--- src/design/chdf_pkg.sv ---
// ----------------------------------------------------------------------------
// chdf_pkg: shared types of the cross-half duplicate finder
// Controller states and the command and status groups that pass between the
// controller and the datapath.
// ----------------------------------------------------------------------------
package chdf_pkg;

   typedef enum logic [2:0] {
      ST_CLEAR,
      ST_LOAD,
      ST_SCAN,
      ST_DRAIN,
      ST_REPORT
   } state_type;

   typedef struct packed {
      logic clear_run;
      logic load;
      logic accept;
      logic scan_run;
      logic report;
   } cmd_type;

   typedef struct packed {
      logic last_item;
      logic clear_done;
      logic scan_done;
   } status_type;

endpackage

--- src/design/chdf_ctrl.sv ---
// ----------------------------------------------------------------------------
// chdf_ctrl: sequencing controller
// Steps the block through the table clearing pass, list loading, the scan
// up to the limit, the read drain and the single-cycle result report.
// ----------------------------------------------------------------------------
module chdf_ctrl (
   input  logic                clock,
   input  logic                reset,
   input  logic                start,
   input  logic                csr_we,
   input  chdf_pkg::status_type status,
   output chdf_pkg::cmd_type    cmd,
   output logic                busy
);
   import chdf_pkg::*;

   state_type state_ff, state_in;

   always_ff @(posedge clock) begin
      if (reset) begin
         state_ff <= ST_CLEAR;
      end else begin
         state_ff <= state_in;
      end
   end

   always_comb begin
      state_in = state_ff;
      unique case (state_ff)
         ST_CLEAR: begin
            if (status.clear_done) state_in = ST_LOAD;
         end
         ST_LOAD: begin
            if (start && status.last_item) state_in = ST_SCAN;
         end
         ST_SCAN: begin
            if (status.scan_done) state_in = ST_DRAIN;
         end
         ST_DRAIN: begin
            state_in = ST_REPORT;
         end
         ST_REPORT: begin
            state_in = ST_LOAD;
         end
         default: begin
            state_in = ST_CLEAR;
         end
      endcase
      // A register write abandons the list and wipes both tables again.
      if (csr_we) state_in = ST_CLEAR;
   end

   always_comb begin
      cmd = '0;
      unique case (state_ff)
         ST_CLEAR:  cmd.clear_run = 1'b1;
         ST_LOAD: begin
            cmd.load   = 1'b1;
            cmd.accept = start;
         end
         ST_SCAN:   cmd.scan_run = 1'b1;
         ST_DRAIN:  cmd = '0;
         ST_REPORT: cmd.report = 1'b1;
         default:   cmd = '0;
      endcase
   end

   assign busy = (state_ff != ST_LOAD);

endmodule

--- config.mk ---
export PLATFORM = sky130hd
export DESIGN_NAME = chdf_ctrl
export DESIGN_NICKNAME = d
export VERILOG_FILES = /design/src/design/chdf_pkg.sv /design/src/design/chdf_ctrl.sv
export SDC_FILE = /design/constraint.sdc
export NUM_CORES = 1
export LEC_CHECK = 0
export ABC_AREA = 1
export BUFFER_PORTS_ARGS = -buffer_cell sky130_fd_sc_hd__clkbuf_2
export CORE_AREA = 2 2 39 41
export CTS_CLUSTER_SIZE = 12
export DETAILED_ROUTE_END_ITERATION = 8
export DIE_AREA = 0 0 41 43
export SETUP_SLACK_MARGIN = 0.3
export SKIP_LAST_GASP = 1
export SYNTH_ARGS = -nofsm -noshare
export SYNTH_HDL_FRONTEND = slang
export SYNTH_SLANG_ARGS = --single-unit
export TNS_END_PERCENT = 10
--- constraint.sdc ---
create_clock -name clock -period 0.9 [get_ports clock]
set_input_delay 0.225 -clock clock [delete_from_list [all_inputs] [get_ports clock]]
set_output_delay 0.225 -clock clock [all_outputs]
set_load 0.05 [all_outputs]
==> summary.md <==
| Metric | Value |
|---|---|
| Hold Violations, Final | 0 |
| Failing checks | setup timing |
| Post-synthesis sequential area ratio | 0.271 |
| Total CTS buffers | 3 |
| Clock sinks | 3 |
| Layout net count | 71 |
| Critical Path AT | 1.07 ns |
| Adder-cell share of the synthesized area | 0 |
| Post-Syn Instances | 37 |
| Total number of vias | 315 |
| Starting DRC count in detailed routing | 1 |
| CP most frequent cell | nor2_4 |
| Slew HR | 0.849 |
| Slew Viols, Final | 0 |
| Max-cap viol count | 0 |
| Kind of critical path | flip-flop to output port |
| Area occupied by multi-input gates | 174 sq um |
| Vias/cell | 3.99 |
| CP max FO | 4 |
| CTS tree | yes |
| Largest family of logic cells by synthesized area | simple AND/OR/NAND/NOR gates |
| Vias in the first global route | 291 |
| Synth top area cells | dfxtp_1 (27%), inv_1 (22%), nor2_1 (14%), nand2_1 (6.8%), o211ai_2 (5.6%) |
| Status | finished with violations |
| Initial Util | 0.160 |
| Syn Nets | 44 |
| Worst-margin pin slew | 0.224 ns |
| CTS root buf | clkbuf_4 |
| Core area | 1380 sq um |
| Worst Hold Class | input port to flip-flop |
| Top cell type's share of synthesized area | 0.271 |
| Clock Skew | 0.00203 ns |
| Grt total ovfl | 0 |
| Syn_area_per_cell | 5.99 sq um |
| Post-DP HPWL | 485 um |
| VDD IR max | 0.000635 V |
| Num rows | 14 |
| Die Wd | 41 um |
| Pwr Density | 1160 nW/um^2 |
| Fin util | 0.378 |
| Post-synthesis cell type count | 13 |
| Startpoint types | flip-flop |
| Setup crit end kind | output port |
| Max reg flops | 3 |
| Diode count | 0 |
| Routed WL | 627 um |
| Clock buffer depth | 2 |
| Layout cell share with drive strength beyond 1 | 0.698 |
| Slack of the critical path | -0.398 ns |
| Biggest regs | state_ff (3) |
| Pwr Total | 605 uW |
| Fmax | 770 MHz |
| Total global-route track usage | 0.0941 |
| Leakage | 0.269 nW |
| Crit path cell chain | nor2_4 > nand2_8 > nor2_4 > buf_8 |
| Initial antenna violation count | 0 |
| Synth area leader | dfxtp_1 |
| # IOs | 13 |
| Layout overhead on the synthesized area | 136% |
| Pin count of the biggest net entering global routing | 6 |
| WP data required | 0.67 ns |
| Biggest register | state_ff |
| Die Ht | 43 um |
| PortBufs | 12 |
| CP max-delay cell | dfxtp_4 |
| Fillers | 144 |
| Number of synthesized register bits | 3 |
| Post-Synth Simple-Gate Area | 0.390 |
| Die footprint | 1760 sq um |
| Synth Area in Compound Gates | 0.119 |
| FF/Latch Area | 68.8 sq um |
| Multiplexer share of the synthesized area | 0 |
| WL per Instance | 7.94 um |
| CTS H-tree lvls | 1 |
| RSZ-0062 raised after global routing | true |
| Yosys warns | 0 |
| Synth Cell Area | 221 sq um |
| RD Place Congestion | 0.765 |
| Final Critical Period | 1.30 ns |
| CTS clock-pin slew for the worst setup and hold paths | 0.04 ns |
| Largest stage delay on the critical path | 0.36 ns |
| First-pass detailed-route iteration total | 4 |
| Clock latency on the worst-skew pair | 0.24 ns |
| XOR/XNOR share of the synthesized area | 0 |
| First-pass GRT wire length | 1030 um |
| Residual DRC | 0 |
| Finish-stage setup viols | 9 |
| Final ANT Viol Nets | 0 |
| Setup WS pre-CTS | -0.312 ns |
| Hold_buf cts | 0 |
| Fin crit share | 1.44 |
[power by group]
group / total, mW / switching, mW / internal (mW)
logic: 0.214 / 0.122 / 0.0926
registers: 0.145 / 0.00932 / 0.135
clock network: 0.247 / 0.0799 / 0.167
total: 0.605 / 0.211 / 0.395
[per-stage QoR]
stage	cells	hold slack [ns]	setup TNS, ns	area [sq um]
2_1_floorplan	37	0.394	-1.22	272
3_3_place_gp	74	0.492	-1.76	419
3_5_place_dp	74	0.496	-1.83	419
4_1_cts	79	0.238	-3.09	508
5_1_grt	79	0.253	-3.51	523
6_report	79	0.245	-2.91	523
[path summary, 6_finish.rpt]
| kind | cells after the start | start | endpoint | slack [ns] |
|---|---|---|---|---|
| min | 4 | reset | state_ff[0]$_SDFFE_PP0P_ | 0.25 |
| max | 4 | state_ff[1]$_SDFFE_PP0P_ | cmd[2] | -0.40 |
| max reg2reg | 8 | state_ff[1]$_SDFFE_PP0P_ | state_ff[1]$_SDFFE_PP0P_ | -0.29 |
| min reg2reg | 2 | state_ff[2]$_SDFFE_PP0P_ | state_ff[2]$_SDFFE_PP0P_ | 0.58 |
[area by class of cell]
cell class,instances,area share
Sequential cell,3,0.132
Timing Repair Buffer,22,0.347
Multi-Input combinational cell,21,0.333
Tap cell,16,0.0383
Clock buffer,4,0.0502
Inverter,13,0.100
[cell usage after synthesis]
master	instances
o211ai_2	1
nand3b_2	1
o21ai_2	1
nor2_2	1
nand2_2	1
nor2_1	8
a21oi_1	1
nand4_1	1
inv_1	13
nand3_1	1
nand2_1	4
dfxtp_1	3
nor4_1	1
[worst max-delay path, delay by kind of cell, from the launching register on]
| kind | cells | cell delay [ns] |
|---|---|---|
| buffers and inverters | 1 | 0.15 |
| DFF | 1 | 0.36 |
| and+or+nand+nor | 3 | 0.33 |
[what timing repair did]
action / in CTS / in global routing
gates resized for setup: 16 / 8
setup buffers: 1 / 0
endpoints found under the setup margin: 9 / 9
pin swaps: 3 / 4
cloned: 0 / 0
[layer usage]
layer  share of wire  up-vias  global-route usage  wire length, um
met4               0        0              0.0600                0
li1                -      160                   -                -
met3           0.077        0              0.0628               48
met5               0        -                   0                0
met2            0.56       14               0.141              351
met1            0.36      141              0.0892              227
[kinds of logic (layout without fill, tap and decap cells)]
group	after synthesis	after routing
and+or+nand+nor	18	18
buffers and inverters	13	39
AOI/OAI and AO/OA	3	3
DFF	3	3
[cells in the final DEF, fill, tap and decap left out, types with 3 or more instances in the layout]
master and n:
buf_4 10, clkbuf_2 6, clkbuf_4 3, clkbuf_8 3, inv_1 9, inv_2 3, nand2_1 3, nor2_4 6
Note: power is estimated with default switching activity, not from simulation.
